**src/rtl/bolen_pkg.sv**
```systemverilog
// Shared types and constants for the bounded ordered list engine.
package bolen_pkg;

   localparam int CAPACITY = 16;
   localparam int ADDR_W   = $clog2(CAPACITY);
   localparam int CNT_W    = $clog2(CAPACITY + 1);
   localparam int LEN_W    = 5;
   localparam int POS_W    = 8;
   localparam int CMP_W    = ((CNT_W > POS_W) ? CNT_W : POS_W) + 1;

   typedef enum logic [2:0] {
      OP_APPEND     = 3'd0,
      OP_PREPEND    = 3'd1,
      OP_INSERT_AT  = 3'd2,
      OP_REMOVE_END = 3'd3,
      OP_REMOVE_TOP = 3'd4,
      OP_REMOVE_AT  = 3'd5,
      OP_LIST       = 3'd6,
      OP_REVERSE    = 3'd7
   } op_type;

   typedef enum logic [1:0] {
      ST_OK    = 2'd0,
      ST_EMPTY = 2'd1,
      ST_RANGE = 2'd2,
      ST_FULL  = 2'd3
   } status_type;

   typedef struct packed {
      logic [2:0]       opcode;
      logic [15:0]      entry_value;
      logic [1:0]       entry_code;
      logic [POS_W-1:0] position;
   } req_type;

   typedef struct packed {
      logic [1:0]       status;
      logic [15:0]      out_value;
      logic [1:0]       out_code;
      logic             last;
      logic [LEN_W-1:0] length;
   } rsp_type;

   typedef struct packed {
      logic [1:0]  code;
      logic [15:0] value;
   } entry_type;

endpackage

```
**src/rtl/bolen_ram.sv**
```systemverilog
// Generic RAM with one write port and two registered read ports.
module bolen_ram #(
   parameter int WIDTH = 8,
   parameter int DEPTH = 16
) (
   input  logic                     clock,
   input  logic                     wr_en,
   input  logic [$clog2(DEPTH)-1:0] wr_addr,
   input  logic [WIDTH-1:0]         wr_data,
   input  logic [$clog2(DEPTH)-1:0] rd_addr_a,
   output logic [WIDTH-1:0]         rd_data_a,
   input  logic [$clog2(DEPTH)-1:0] rd_addr_b,
   output logic [WIDTH-1:0]         rd_data_b
);

   logic [WIDTH-1:0] mem [DEPTH];

   always_ff @(posedge clock) begin
      if (wr_en) begin
         mem[wr_addr] <= wr_data;
      end
      rd_data_a <= mem[rd_addr_a];
      rd_data_b <= mem[rd_addr_b];
   end

endmodule

```
**src/rtl/bounded_ordered_list_engine.sv**
```systemverilog
// A status result comes after the entry moves or pair swaps that the request needs (each
// move or swap runs through the single RAM write port), after the final write of an insert
// and the second write of each swap; errors answer without touching the RAM.
// Listing gives the entries in order from entry 0, each read first. A new request is taken
// at the edge that takes the last result. Synchronous active-high reset empties the list;
// the entry RAM is not cleared, since only entries below the count are ever read.
module bounded_ordered_list_engine (
   input  logic              clock,
   input  logic              reset,
   input  logic              start,
   output logic              busy,
   input  bolen_pkg::req_type req_data,
   output logic              rsp_strobe,
   output bolen_pkg::rsp_type rsp_data
);
   import bolen_pkg::*;

   typedef enum logic [11:0] {
      S_IDLE     = 12'h001,
      S_UP_RD    = 12'h002,
      S_UP_WR    = 12'h004,
      S_PUT      = 12'h008,
      S_DN_RD    = 12'h010,
      S_DN_WR    = 12'h020,
      S_SWAP_RD  = 12'h040,
      S_SWAP_LO  = 12'h080,
      S_SWAP_HI  = 12'h100,
      S_LIST_RD  = 12'h200,
      S_LIST_OUT = 12'h400,
      S_RESP     = 12'h800
   } state_type;

   state_type  state_ff, state_in;
   logic [CNT_W-1:0] count_ff, count_in;
   logic [CNT_W-1:0] ptr_ff, ptr_in;
   logic [CNT_W-1:0] end_ff, end_in;
   entry_type  new_ff, new_in;
   entry_type  hold_ff, hold_in;
   status_type status_ff, status_in;
   logic       rsp_strobe_ff, rsp_strobe_in;
   rsp_type    rsp_ff, rsp_in;

   logic             wr_en;
   logic [ADDR_W-1:0] wr_addr, rd_addr_a, rd_addr_b;
   entry_type        wr_data, rd_data_a, rd_data_b;

   logic [CMP_W-1:0] pos_ext, count_ext;
   logic [CNT_W-1:0] pos_idx, ptr_inc, ptr_dec;
   logic             full, empty;
   op_type           op;

   bolen_ram #(
      .WIDTH($bits(entry_type)),
      .DEPTH(CAPACITY)
   ) u_ram (
      .clock    (clock),
      .wr_en    (wr_en),
      .wr_addr  (wr_addr),
      .wr_data  (wr_data),
      .rd_addr_a(rd_addr_a),
      .rd_data_a(rd_data_a),
      .rd_addr_b(rd_addr_b),
      .rd_data_b(rd_data_b)
   );

   assign op        = op_type'(req_data.opcode);
   assign pos_ext   = CMP_W'(req_data.position);
   assign count_ext = CMP_W'(count_ff);
   assign pos_idx   = CNT_W'(pos_ext - CMP_W'(1));
   assign full      = (count_ff == CNT_W'(CAPACITY));
   assign empty     = (count_ff == '0);
   assign ptr_inc   = ptr_ff + CNT_W'(1);
   assign ptr_dec   = ptr_ff - CNT_W'(1);

   // RAM port steering: port A follows the walking pointer, port B the far end.
   always_comb begin
      rd_addr_a = ptr_ff[ADDR_W-1:0];
      rd_addr_b = end_ff[ADDR_W-1:0];
      wr_en     = 1'b0;
      wr_addr   = ptr_ff[ADDR_W-1:0];
      wr_data   = rd_data_a;
      unique case (state_ff) inside
         S_UP_RD: rd_addr_a = ptr_dec[ADDR_W-1:0];
         S_DN_RD: rd_addr_a = ptr_inc[ADDR_W-1:0];
         S_UP_WR, S_DN_WR: wr_en = 1'b1;
         S_PUT: begin
            wr_en   = 1'b1;
            wr_addr = end_ff[ADDR_W-1:0];
            wr_data = new_ff;
         end
         S_SWAP_LO: begin
            wr_en   = 1'b1;
            wr_data = rd_data_b;
         end
         S_SWAP_HI: begin
            wr_en   = 1'b1;
            wr_addr = end_ff[ADDR_W-1:0];
            wr_data = hold_ff;
         end
         default: ;
      endcase
   end

   always_comb begin
      state_in      = state_ff;
      count_in      = count_ff;
      ptr_in        = ptr_ff;
      end_in        = end_ff;
      new_in        = new_ff;
      hold_in       = hold_ff;
      status_in     = status_ff;
      rsp_strobe_in = 1'b0;
      rsp_in        = rsp_ff;
      unique case (state_ff)
         S_IDLE: begin
            if (start) begin
               new_in.code  = req_data.entry_code;
               new_in.value = req_data.entry_value;
               status_in    = ST_OK;
               state_in     = S_RESP;
               unique case (op) inside
                  OP_APPEND, OP_PREPEND, OP_INSERT_AT: begin
                     if (op == OP_INSERT_AT &&
                         (pos_ext == '0 || pos_ext > count_ext + CMP_W'(1))) begin
                        status_in = ST_RANGE;
                     end else if (full) begin
                        status_in = ST_FULL;
                     end else begin
                        count_in = count_ff + CNT_W'(1);
                        ptr_in   = count_ff;
                        end_in   = (op == OP_APPEND)  ? count_ff :
                                   (op == OP_PREPEND) ? '0 : pos_idx;
                        state_in = (ptr_in == end_in) ? S_PUT : S_UP_RD;
                     end
                  end
                  OP_REMOVE_END, OP_REMOVE_TOP, OP_REMOVE_AT: begin
                     if (empty) begin
                        status_in = ST_EMPTY;
                     end else if (op == OP_REMOVE_AT &&
                                  (pos_ext == '0 || pos_ext > count_ext)) begin
                        status_in = ST_RANGE;
                     end else begin
                        count_in = count_ff - CNT_W'(1);
                        end_in   = count_ff - CNT_W'(1);
                        ptr_in   = (op == OP_REMOVE_END) ? end_in :
                                   (op == OP_REMOVE_TOP) ? '0 : pos_idx;
                        state_in = (ptr_in == end_in) ? S_RESP : S_DN_RD;
                     end
                  end
                  OP_LIST: begin
                     if (empty) begin
                        status_in = ST_EMPTY;
                     end else begin
                        ptr_in   = '0;
                        state_in = S_LIST_RD;
                     end
                  end
                  OP_REVERSE: begin
                     ptr_in = '0;
                     end_in = count_ff - CNT_W'(1);
                     if (count_ff > CNT_W'(1)) begin
                        state_in = S_SWAP_RD;
                     end
                  end
                  default: ;
               endcase
            end
         end
         S_UP_RD: state_in = S_UP_WR;
         S_UP_WR: begin
            ptr_in   = ptr_dec;
            state_in = (ptr_dec == end_ff) ? S_PUT : S_UP_RD;
         end
         S_PUT: state_in = S_RESP;
         S_DN_RD: state_in = S_DN_WR;
         S_DN_WR: begin
            ptr_in   = ptr_inc;
            state_in = (ptr_inc == end_ff) ? S_RESP : S_DN_RD;
         end
         S_SWAP_RD: state_in = S_SWAP_LO;
         S_SWAP_LO: begin
            // The low write changes what port A would read, so keep its entry.
            hold_in  = rd_data_a;
            state_in = S_SWAP_HI;
         end
         S_SWAP_HI: begin
            ptr_in   = ptr_inc;
            end_in   = end_ff - CNT_W'(1);
            state_in = (ptr_inc + CNT_W'(1) < end_ff) ? S_SWAP_RD : S_RESP;
         end
         S_LIST_RD: state_in = S_LIST_OUT;
         S_LIST_OUT: begin
            rsp_strobe_in    = 1'b1;
            rsp_in.status    = ST_OK;
            rsp_in.out_value = rd_data_a.value;
            rsp_in.out_code  = rd_data_a.code;
            rsp_in.last      = (ptr_inc == count_ff);
            rsp_in.length    = LEN_W'(count_ff);
            ptr_in           = ptr_inc;
            state_in         = (ptr_inc == count_ff) ? S_IDLE : S_LIST_RD;
         end
         S_RESP: begin
            rsp_strobe_in    = 1'b1;
            rsp_in.status    = status_ff;
            rsp_in.out_value = '0;
            rsp_in.out_code  = '0;
            rsp_in.last      = 1'b1;
            rsp_in.length    = LEN_W'(count_ff);
            state_in         = S_IDLE;
         end
         default: state_in = S_IDLE;
      endcase
   end

   always_ff @(posedge clock) begin
      if (reset) begin
         state_ff      <= S_IDLE;
         count_ff      <= '0;
         rsp_strobe_ff <= 1'b0;
      end else begin
         state_ff      <= state_in;
         count_ff      <= count_in;
         rsp_strobe_ff <= rsp_strobe_in;
      end
   end

   always_ff @(posedge clock) begin
      ptr_ff    <= ptr_in;
      end_ff    <= end_in;
      new_ff    <= new_in;
      hold_ff   <= hold_in;
      status_ff <= status_in;
      rsp_ff    <= rsp_in;
   end

   assign busy       = (state_ff != S_IDLE);
   assign rsp_strobe = rsp_strobe_ff;
   assign rsp_data   = rsp_ff;

endmodule

```
**config.mk**
```make
export PLATFORM = sky130hd
export DESIGN_NAME = bounded_ordered_list_engine
export DESIGN_NICKNAME = d
export VERILOG_FILES = /design/src/rtl/bolen_pkg.sv /design/src/rtl/bolen_ram.sv /design/src/rtl/bounded_ordered_list_engine.sv
export SDC_FILE = /design/constraint.sdc
export NUM_CORES = 1
export LEC_CHECK = 0
export BUFFER_PORTS_ARGS = -buffer_cell sky130_fd_sc_hd__buf_2
export CORE_ASPECT_RATIO = 1.2
export CORE_MARGIN = 4
export CORE_UTILIZATION = 40
export CTS_BUF_LIST = sky130_fd_sc_hd__clkbuf_2 sky130_fd_sc_hd__clkbuf_4 sky130_fd_sc_hd__clkbuf_8
export CTS_CLUSTER_DIAMETER = 60
export DETAILED_ROUTE_END_ITERATION = 10
export PLACE_DENSITY_LB_ADDON = 0.2
export SYNTH_ARGS = -nofsm -noshare
export SYNTH_HDL_FRONTEND = slang
export SYNTH_SLANG_ARGS = --single-unit
```
**constraint.sdc**
```tcl
create_clock -name clock -period 3.3 [get_ports clock]
set_input_delay 0.66 -clock clock [delete_from_list [all_inputs] [get_ports clock]]
set_output_delay 0.66 -clock clock [all_outputs]
set_load 0.05 [all_outputs]
```
==> flow_metrics.env, run 1 <==
export IMPL_antenna_found_initial=1
export IMPL_grt_use_met1_pct=26.1
export IMPL_grt_overflow_total=0
export IMPL_top_usage_layer="met2"
export IMPL_syn_inst=1341
export IMPL_fin_cells=2207
export IMPL_viasPerCell=5.82
export IMPL_arrival_ns=2.61
export IMPL_synth_top_cells_by_count="edfxtp_1, mux2i_1, nor2_1"
export IMPL_n_fill_cell=4250
export IMPL_cts_sink_count=416
export IMPL_grt_max_degree=55
export IMPL_routedWlPerCell_um=25.2
export IMPL_critPathMaxFanout=2
export IMPL_synth_top_area_share_pct=54.0
export IMPL_track_usage_pct=20.5
export IMPL_die_x_um=213
export IMPL_ant_nets=0
export IMPL_yosysSeqAreaShare_pct=59.3
export IMPL_worstMarginPinSlew_ns=0.954
export IMPL_clock_path_buffers=3
export IMPL_fin_worst_skew_ns=0.0279
export IMPL_synth_cell_type_count=73
export IMPL_synth_top_area_cell="edfxtp_1"
export IMPL_fmax_mhz=306
export IMPL_avgSynthCellArea_um2=15.0
export IMPL_wl_mm=55.6
export IMPL_synthesis_area_mm2=0.0201
export IMPL_synth_top_family_by_area="multiplexers"
export IMPL_cts_root_buffer="clkbuf_8"
export IMPL_yosysMostFrequentCell="edfxtp_1"
export IMPL_fin_ws_ns=0.0273
export IMPL_drc=0
export IMPL_nets=1574
export IMPL_drtPass1Iterations=5
export IMPL_finalCriticalPeriod_ns=3.27
export IMPL_grt_use_met3_pct=3.57
export IMPL_die_y_um=254
export IMPL_htree_levels=3
export IMPL_cts_tree="done"
export IMPL_route_vias_total=12852
export IMPL_clk_pin_slew_ns=0.06
export IMPL_rsz0062_at_grt="yes"
export IMPL_cp_end_kind="primary output"
export IMPL_fin_crit_sh_pct=99.2
export IMPL_synth_mux_area_share_pct=19.3
export IMPL_hold_path_class="input port to register"
export IMPL_synth_area_leaders="edfxtp_1, mux4_2, mux2i_1"
export IMPL_start_util_pct=40.7
export IMPL_cap_violations=0
export IMPL_synth_nets=1401
export IMPL_finalSetupViolCount=0
export IMPL_rows=89
export IMPL_hold_path_startpoint="req_data[9]"
export IMPL_hold_slack_ns=0.210
export IMPL_insertion_delay_ns=0.62
export IMPL_core_mm2=0.0494
export IMPL_post_place_ws_ns=0.0587
export IMPL_synth_ff_type="edfxtp_1"
export IMPL_async_flop_share_pct=0
export IMPL_synth_edf_count=362
export IMPL_drt_iter0_markers=1088
export IMPL_hold_violations=0
export IMPL_ys_seq_elements=416
export IMPL_drv_slew=0
export IMPL_grt_pass1_vias=13031
export IMPL_grt_pass1_wl_mm=82.3
export IMPL_synth_xor_area_share_pct=1.86
export IMPL_relSlewSlack_pct=36.4
export IMPL_postLayoutCoreUtil_pct=47.6
export IMPL_post_dp_hpwl_mm=36.1
export IMPL_syn_to_final_growth_pct=16.9
export IMPL_gp_congestion=0.869
export IMPL_cellLeakagePower_uw=0.00841
export IMPL_synthSimpleGateAreaFrac_pct=6.72
export IMPL_synthAdderAreaFrac_pct=1.74
export IMPL_synth_compound_area_share_pct=8.05
export IMPL_io_pins=60
export IMPL_ir_drop_uv=256
export IMPL_dieArea_mm2=0.0540
export IMPL_rr_startpoint="state_ff[8]"
export IMPL_start_kind="register"
export IMPL_grtUsageMet2_pct=35.5
export IMPL_place_inst=2076
export IMPL_worstPathRequired_ns=2.64
export IMPL_pwr_density_cell_mw_per_mm2=632
export IMPL_yosysWarnings=0
export IMPL_crit_start="state_ff[8]"
export IMPL_path_class="register to primary output"
export IMPL_status="finished clean"
export IMPL_portBuffers=59
export IMPL_cts_made_buffers=69
export IMPL_drive_gt1_share_pct=27.2
-- metal layers --
| metal | part of all wire [%] | up-vias |
|---|---|---|
| li1 | - | 5759 |
| met1 | 40 | 6554 |
| met2 | 51 | 422 |
| met3 | 5.5 | 117 |
| met4 | 3.1 | 0 |
| met5 | 0 | - |
-- final cells by class --
type	count	area [um2]	share of cell area [%]
flip-flops and latches	416	12000	50.8
multi-input cells	813	7720	32.8
repair buffers	186	1510	6.43
clock buffers	108	1290	5.49
well taps	637	797	3.39
clock inverters	18	149	0.633
inverters	28	106	0.452
diodes	1	2.50	0.0106
-- cell families (layout without fill, tap and decap cells) --
family                   after synthesis  in the layout
other                                  0              1
AO/OA/AOI/OAI                        233            233
XOR/XNOR                              42             42
adder cells (fa/ha/maj)               28             28
multiplexers                         240            240
buffers and inverters                112            340
AND/OR/NAND/NOR                      270            270
flip-flops                           416            416
-- through the flow --
stage / cell area [um2] / TNS, ns / total power, uW
after floorplan: 20100 / 0 / 9130
after global placement: 22000 / 0 / 10200
after detailed placement: 22000 / 0 / 10300
after CTS: 23500 / -0.0663 / 15000
after global routing: 23500 / -0.166 / 15600
final: 23500 / 0 / 14900
-- sequential cells by signal, indices dropped and copies added (netlist names), 12 cells and up --
register	cells
u_ram.rd_data_b	18
state_ff	12
u_ram.mem	288
hold_ff	18
new_ff	18
u_ram.rd_data_a	18
rsp_data	26
-- path summary, 6_finish.rpt --
| check | to | slack [ns] | depth (start not counted) |
|---|---|---|---|
| setup / recovery | busy | 0.03 | 4 |
| hold / removal | new_ff[17] | 0.21 | 1 |
| setup reg to reg | u_ram.rd_data_a[17] | 0.03 | 9 |
| hold reg to reg | hold_ff[9] | 0.45 | 0 |
-- cell usage in the layout, fill, tap and decap left out, types with 5 or more instances in the layout --
cell type,instances
and3_1,8
nor2_1,62
nor3_1,17
buf_4,106
o211ai_1,5
nand2_1,73
nand2b_1,9
xor2_1,14
mux4_2,74
a21oi_1,27
buf_2,58
o22ai_1,8
ha_1,28
clkbuf_8,77
mux4_1,34
nand3_1,17
dfxtp_1,52
clkbuf_4,31
nor3b_1,5
edfxtp_1,362
a22oi_1,38
buf_12,20
nor2b_1,6
mux2i_1,130
a221oi_1,36
a211oi_1,8
xnor2_1,26
o21ai_0,44
nor2_2,16
clkinv_1,5
inv_1,26
clkinv_2,5
a31oi_1,22
and2_1,21
-- power by group --
group	internal (uW)	switching [uW]	total (uW)
registers	6510	225	6740
logic	1480	2000	3480
clock network	2600	2050	4650
-- what timing repair did --
action | 4_1_cts | 5_1_grt
cloned | 0 | 0
pin swaps | 3 | 3
resized for setup | 6 | 6
hold buffers | 0 | 0
setup endpoints to repair | 1 | 24
setup buffers | 4 | 0
endpoints found under the hold margin | 0 | 0
-- critical path, stage by stage, from the launching register on --
cell	delay, ns
dfxtp_1	0.31
or4_4	0.54
or4_4	0.45
or4_4	0.52
buf_8	0.17
Note: power is estimated with default switching activity, not from simulation.
==> inputs of run 2 (changes only) <==
--- a/config.mk
+++ b/config.mk
@@ -14,2 +14,3 @@
 export DETAILED_ROUTE_END_ITERATION = 10
+export GPL_TIMING_DRIVEN = 1
 export PLACE_DENSITY_LB_ADDON = 0.2
==> constraint.sdc (replaced) <==
create_clock -name clock -period 3.3 [get_ports clock]
set_input_delay 0.33 -clock clock [delete_from_list [all_inputs] [get_ports clock]]
set_output_delay 0.33 -clock clock [all_outputs]
set_load 0.05 [all_outputs]
==> run 2 against run 1 <==
Net effect: wire length grew 2.6%; sequential power is essentially flat; worst setup slack gained 0.071 ns; critical path depth grew 6; clock skew shrank 0.010 ns; final cell count grew 0.27%; sequential share of layout area grew 0.055 points; clock-buffer cell count shrank 17; combinational power is essentially flat; flip-flop and latch count is the same.
==> flow_metrics.env, run 2 (synthesis results as in run 1) <==
export IMPL_crit_path_top_delay_cell="or4_1"
export IMPL_n_fill_cell=4278
export IMPL_relSlewSlack_pct=34.1
export IMPL_worst_r2r_endpoint="u_ram.rd_data_a[13]"
export IMPL_grt_pass1_wl_mm=83.5
export IMPL_cts_made_buffers=68
export IMPL_gp_congestion=0.868
export IMPL_dpl_cell_area_mm2=0.0219
export IMPL_grt_max_degree=47
export IMPL_clock_path_buffers=3
export IMPL_cts_sink_count=416
export IMPL_fmax_mhz=312
export IMPL_path_class="register to register"
export IMPL_wl_mm=57.0
export IMPL_largest_reg_flops=288
export IMPL_grt_use_met3_pct=3.06
export IMPL_ir_drop_uv=293
export IMPL_drc=0
export IMPL_die_y_um=254
export IMPL_portBuffers=59
export IMPL_max_stage_delay_ns=0.53
export IMPL_hold_path_class="input port to register"
export IMPL_final_area_mm2=0.0235
export IMPL_drtPass1Iterations=5
export IMPL_dieArea_mm2=0.0540
export IMPL_grt_pass1_vias=13120
export IMPL_nets=1582
export IMPL_fin_crit_sh_pct=97.0
export IMPL_route_vias_total=13030
export IMPL_largest_register="u_ram.mem"
export IMPL_cts_tree="done"
export IMPL_p_int_uw=10400
export IMPL_ff2ff_path_depth=10
export IMPL_finalCriticalPeriod_ns=3.20
export IMPL_clkPwrFrac_pct=30.7
export IMPL_p_switching_uw=4300
export IMPL_status="finished clean"
export IMPL_track_usage_pct=20.8
export IMPL_drv_slew=0
export IMPL_worstMarginPinSlew_ns=0.987
export IMPL_crit_start="state_ff[5]"
export IMPL_rr_startpoint="state_ff[5]"
export IMPL_final_common_cell="edfxtp_1"
export IMPL_start_util_pct=40.7
export IMPL_antenna_found_initial=1
export IMPL_finalSetupViolCount=0
export IMPL_grt_use_met1_pct=26.7
export IMPL_rrSetupSlack_ns=0.1
export IMPL_grt_overflow_total=0
export IMPL_insertion_delay_ns=0.61
export IMPL_rows=89
export IMPL_cts_root_buffer="clkbuf_8"
export IMPL_top_usage_layer="met2"
export IMPL_post_dp_hpwl_mm=36.5
export IMPL_clk_pin_slew_ns=0.07
export IMPL_fin_worst_skew_ns=0.0178
export IMPL_critPathMaxFanout=17
export IMPL_min_to="count_ff[1]"
export IMPL_hold_slack_ns=0.0634
export IMPL_pwr_density_cell_mw_per_mm2=627
export IMPL_mostFrequentLayoutCells="edfxtp_1, mux2i_1, buf_4, mux4_2, nand2_1"
export IMPL_cp_end_kind="register"
export IMPL_sw_frac_of_total_pct=29.2
export IMPL_worstPathRequired_ns=3.78
export IMPL_hold_violations=0
export IMPL_drive_gt1_share_pct=25.6
export IMPL_htree_levels=3
export IMPL_hold_depth=2
export IMPL_crit_chain="or4_1, buf_4, nor3_4, o21ai_0, xnor2_4, buf_12, buf_4, mux4_2, mux2i_1, mux2i_1"
export IMPL_io_pins=60
export IMPL_hold_path_startpoint="reset"
export IMPL_syn_to_final_growth_pct=16.7
export IMPL_drt_iter0_markers=1052
export IMPL_grtUsageMet2_pct=36.5
export IMPL_ant_nets=0
export IMPL_p_comb_share_pct=23.6
export IMPL_power_frac_seq_pct=45.7
export IMPL_viasPerCell=5.89
export IMPL_cap_violations=0
export IMPL_routedWlPerCell_um=25.8
export IMPL_start_kind="register"
export IMPL_die_x_um=213
export IMPL_cellLeakagePower_uw=0.00837
export IMPL_arrival_ns=3.68
export IMPL_core_mm2=0.0494
## run 2: per-layer routing
metal | part of all wire [%] | vias to the layer above
met1 | 41 | 6704
met2 | 51 | 451
met3 | 5.6 | 96
met4 | 2.4 | 0
met5 | 0 | -
li1 | - | 5779
## run 2: worst max path at each step
stage / to / slack [ns] / cells past startpoint
2_1_floorplan: end_ff[0] / 0.002 / 11
3_3_place_gp: u_ram.rd_data_a[9] / 0.18 / 9
3_5_place_dp: u_ram.rd_data_a[1] / 0.13 / 8
4_1_cts: busy / 0.07 / 4
5_1_grt: u_ram.rd_data_a[13] / -0.01 / 10
6_report: u_ram.rd_data_a[13] / 0.1 / 10
## run 2: worst max-delay path: cells and delay by family, from the launching register on
family / cells / cell delay, ns
simple gates: 2 / 0.70
buf+inv: 3 / 0.62
mux: 3 / 0.75
compound gates: 1 / 0.24
xor+xnor: 1 / 0.38
flops: 1 / 0.37
## run 2: final cells by class
| type | count | area, um2 | area share (%) |
|---|---|---|---|
| clock inverter | 32 | 240 | 1.02 |
| tap | 637 | 797 | 3.39 |
| clock buffer | 91 | 1120 | 4.77 |
| antenna | 1 | 2.50 | 0.0106 |
| multi-input combinational | 813 | 7690 | 32.7 |
| sequential | 416 | 12000 | 50.9 |
| inverter | 28 | 106 | 0.453 |
| timing repair buffer | 195 | 1590 | 6.77 |
## run 2: power by group through the flow
stage	combinational [uW]	sequential [uW]	clock (uW)
2_1_floorplan	2350	6770	0
3_3_place_gp	3360	6830	0
3_5_place_dp	3420	6840	0
4_1_cts	3440	6730	4640
5_1_grt	3740	6750	4900
6_report	3470	6740	4520
## run 2: metrics by stage
step / util, % / setup WS, ns / setup TNS [ns] / power, uW / std cells
after floorplan: - / 0.00182 / 0 / 9130 / 1341
after global placement: 44.3 / 0.181 / 0 / 10200 / 2067
after detailed placement: 44.3 / 0.134 / 0 / 10300 / 2067
after CTS: 47.4 / 0.0735 / 0 / 14800 / 2208
after global routing: 47.5 / -0.0147 / -0.0269 / 15400 / 2213
final: 47.5 / 0.0981 / 0 / 14700 / 2213
## run 2: what timing repair did
| item | 4_1_cts | 5_1_grt |
|---|---|---|
| endpoints found under the hold margin | 18 | 0 |
| setup endpoints to repair | 0 | 15 |
| gates resized for setup | 0 | 1 |
| setup buffers | 0 | 3 |
| hold buffers | 18 | 0 |
==> inputs of run 3 (changes only) <==
CORE_MARGIN = 2   (was 4)
SYNTH_HIERARCHICAL = 1   (was unset)
==> run 3 against run 2 <==
Net effect: clock power grew 8.2%; utilization is essentially flat; area after synthesis shrank 1.8%; flip-flop and latch count unchanged; critical endpoint is now u_ram/mem[0][10]; worst setup slack better by 0.074 ns; power up 7.0%.
==> flow_metrics.env, run 3 <==
export IMPL_yosysWarnings=6
export IMPL_rr_startpoint="state_ff[2]"
export IMPL_synthSimpleGateAreaFrac_pct=7.70
export IMPL_io_pins=60
export IMPL_fin_crit_sh_pct=94.8
export IMPL_drtPass1Iterations=5
export IMPL_yosysMostFrequentCell="edfxtp_1"
export IMPL_synth_ff_type="edfxtp_1"
export IMPL_avgSynthCellArea_um2=15.6
export IMPL_yosysSeqAreaShare_pct=60.4
export IMPL_drt_iter0_markers=1205
export IMPL_synth_top_cells_by_count="edfxtp_1, mux4_2, nor2_1"
export IMPL_crit_start="state_ff[2]"
export IMPL_cts_sink_count=416
export IMPL_synth_compound_area_share_pct=7.85
export IMPL_clkPwrFrac_pct=31.0
export IMPL_relSlewSlack_pct=16.5
export IMPL_routedWlPerCell_um=26.2
export IMPL_grt_overflow_total=0
export IMPL_viasPerCell=5.86
export IMPL_die_x_um=207
export IMPL_synth_top_area_cell="edfxtp_1"
export IMPL_power_frac_seq_pct=43.6
export IMPL_post_dp_hpwl_mm=36.5
export IMPL_p_int_uw=10900
export IMPL_worstMarginPinSlew_ns=1.25
export IMPL_htree_levels=3
export IMPL_drive_gt1_share_pct=28.9
export IMPL_ant_nets=0
export IMPL_grt_pass1_wl_mm=81.2
export IMPL_clock_path_buffers=3
export IMPL_synth_mux_area_share_pct=17.5
export IMPL_worstPathRequired_ns=3.61
export IMPL_pwr_density_cell_mw_per_mm2=677
export IMPL_synth_area_leaders="edfxtp_1, mux4_2, mux4_1"
export IMPL_ir_drop_uv=243
export IMPL_clk_pin_slew_ns=0.06
export IMPL_synth_nets=1328
export IMPL_core_mm2=0.0490
export IMPL_syn_to_final_growth_pct=17.7
export IMPL_syn_inst=1268
export IMPL_final_common_cell="edfxtp_1"
export IMPL_sw_frac_of_total_pct=30.5
export IMPL_n_fill_cell=4214
export IMPL_start_kind="register"
export IMPL_nets=1500
export IMPL_route_vias_total=12515
export IMPL_cellLeakagePower_uw=0.00804
export IMPL_rsz0062_at_grt="yes"
export IMPL_finalCriticalPeriod_ns=3.13
export IMPL_synthesis_area_mm2=0.0198
export IMPL_synth_edf_count=362
export IMPL_synthAdderAreaFrac_pct=1.77
export IMPL_synth_cell_type_count=74
export IMPL_status="finished clean"
export IMPL_totalNegativeSetupSlack_ns=0
export IMPL_largest_register="u_ram/mem"
export IMPL_p_total_uw=15800
export IMPL_finalSetupViolCount=0
export IMPL_cts_made_buffers=68
export IMPL_grt_pass1_vias=12667
export IMPL_antenna_found_initial=1
export IMPL_cp_end_kind="register"
export IMPL_dieArea_mm2=0.0512
export IMPL_postLayoutCoreUtil_pct=47.5
export IMPL_hold_violations=0
export IMPL_wl_mm=55.9
export IMPL_portBuffers=59
export IMPL_fin_worst_skew_ns=0.0318
export IMPL_die_y_um=248
export IMPL_largest_reg_flops=288
export IMPL_fmax_mhz=320
export IMPL_start_util_pct=40.4
export IMPL_rows=89
export IMPL_path_class="register to register"
export IMPL_arrival_ns=3.44
export IMPL_synth_top_family_by_area="multiplexers"
export IMPL_synth_top_area_share_pct=55.0
export IMPL_cts_root_buffer="clkbuf_8"
export IMPL_drv_slew=0
export IMPL_gp_congestion=0.902
export IMPL_mostFrequentLayoutCells="edfxtp_1, mux4_2, buf_4, a22oi_1, clkbuf_8"
export IMPL_p_comb_share_pct=25.4
export IMPL_async_flop_share_pct=0
export IMPL_synth_xor_area_share_pct=2.08
export IMPL_p_switching_uw=4810
export IMPL_track_usage_pct=22.0
export IMPL_ys_seq_elements=416
export IMPL_insertion_delay_ns=0.61
export IMPL_hold_path_startpoint="reset"
export IMPL_cts_tree="done"
export IMPL_critPathMaxFanout=14
export IMPL_cap_violations=0
export IMPL_hold_path_class="input port to register"
export IMPL_grt_max_degree=41
export IMPL_drc=0
## run 3: worst paths after layout
path	to	slack [ns]	cells past startpoint
max	u_ram/mem[0][10]	0.17	10
min	count_ff[3]	0.05	2
max reg2reg	u_ram/mem[0][10]	0.17	10
min reg2reg	hold_ff[3]	0.45	0
## run 3: cell type report
cell class | count | area [um2] | share of cell area (%)
Inverter | 31 | 116 | 0.500
Multi-Input combinational cell | 740 | 7430 | 32.0
Sequential cell | 416 | 12000 | 51.4
Tap cell | 637 | 797 | 3.43
Clock buffer | 88 | 1140 | 4.88
Timing Repair Buffer | 183 | 1460 | 6.27
Clock inverter | 37 | 359 | 1.54
Antenna cell | 4 | 10.0 | 0.0430
## run 3: repair_timing
item,4_1_cts,5_1_grt
hold endpoints to repair,18,0
gates resized for setup,0,7
hold buffers,18,0
endpoints found under the setup margin,0,92
setup buffers,0,0
## run 3: worst max-delay path, cell delays in order, from the launching register on
cell and delay, ns:
dfxtp_1 0.38, nor2_1 0.22, and3_1 0.22, and2_1 0.19, nand3_1 0.15, o41ai_2 0.10
buf_4 0.22, mux2_2 0.37, or3b_2 0.57, nor3_4 0.21, buf_12 0.20
## run 3: cells by family (layout without fill, tap and decap cells)
logic type               Yosys count  in the layout
flip-flops                       416            416
adder cells (fa/ha/maj)           28             28
AO/OA/AOI/OAI                    225            225
XOR/XNOR                          46             46
AND/OR/NAND/NOR                  292            292
multiplexers                     149            149
other                              0              4
buffers and inverters            112            339
## run 3: metrics by stage
step | setup WS [ns] | cell area (um2) | cells | hold WS [ns]
5_1_grt | -0.0768 | 23300 | 2133 | 0.0194
4_1_cts | 0.163 | 23200 | 2132 | 0.00735
3_5_place_dp | 0.133 | 21500 | 1989 | 0.438
6_report | 0.172 | 23300 | 2136 | 0.0485
2_1_floorplan | -0.165 | 19800 | 1268 | 0.406
3_3_place_gp | 0.183 | 21500 | 1989 | 0.440
## run 3: layer usage
metal,track usage (%),routed length [um],vias up
li1,-,-,5520
met1,27.5,22400,6466
met2,39.1,29200,444
met3,3.43,3130,85
met4,6.78,1250,0
met5,0,0,-
## run 3: power by group through the flow
stage               clock, uW  sequential (uW)  combinational (uW)
detailed placement          0             6980                3960
global route             5230             6900                4320
floorplan                   0             6920                2580
finish                   4890             6870                3990
global placement            0             6980                3920
CTS                      5000             6870                3990
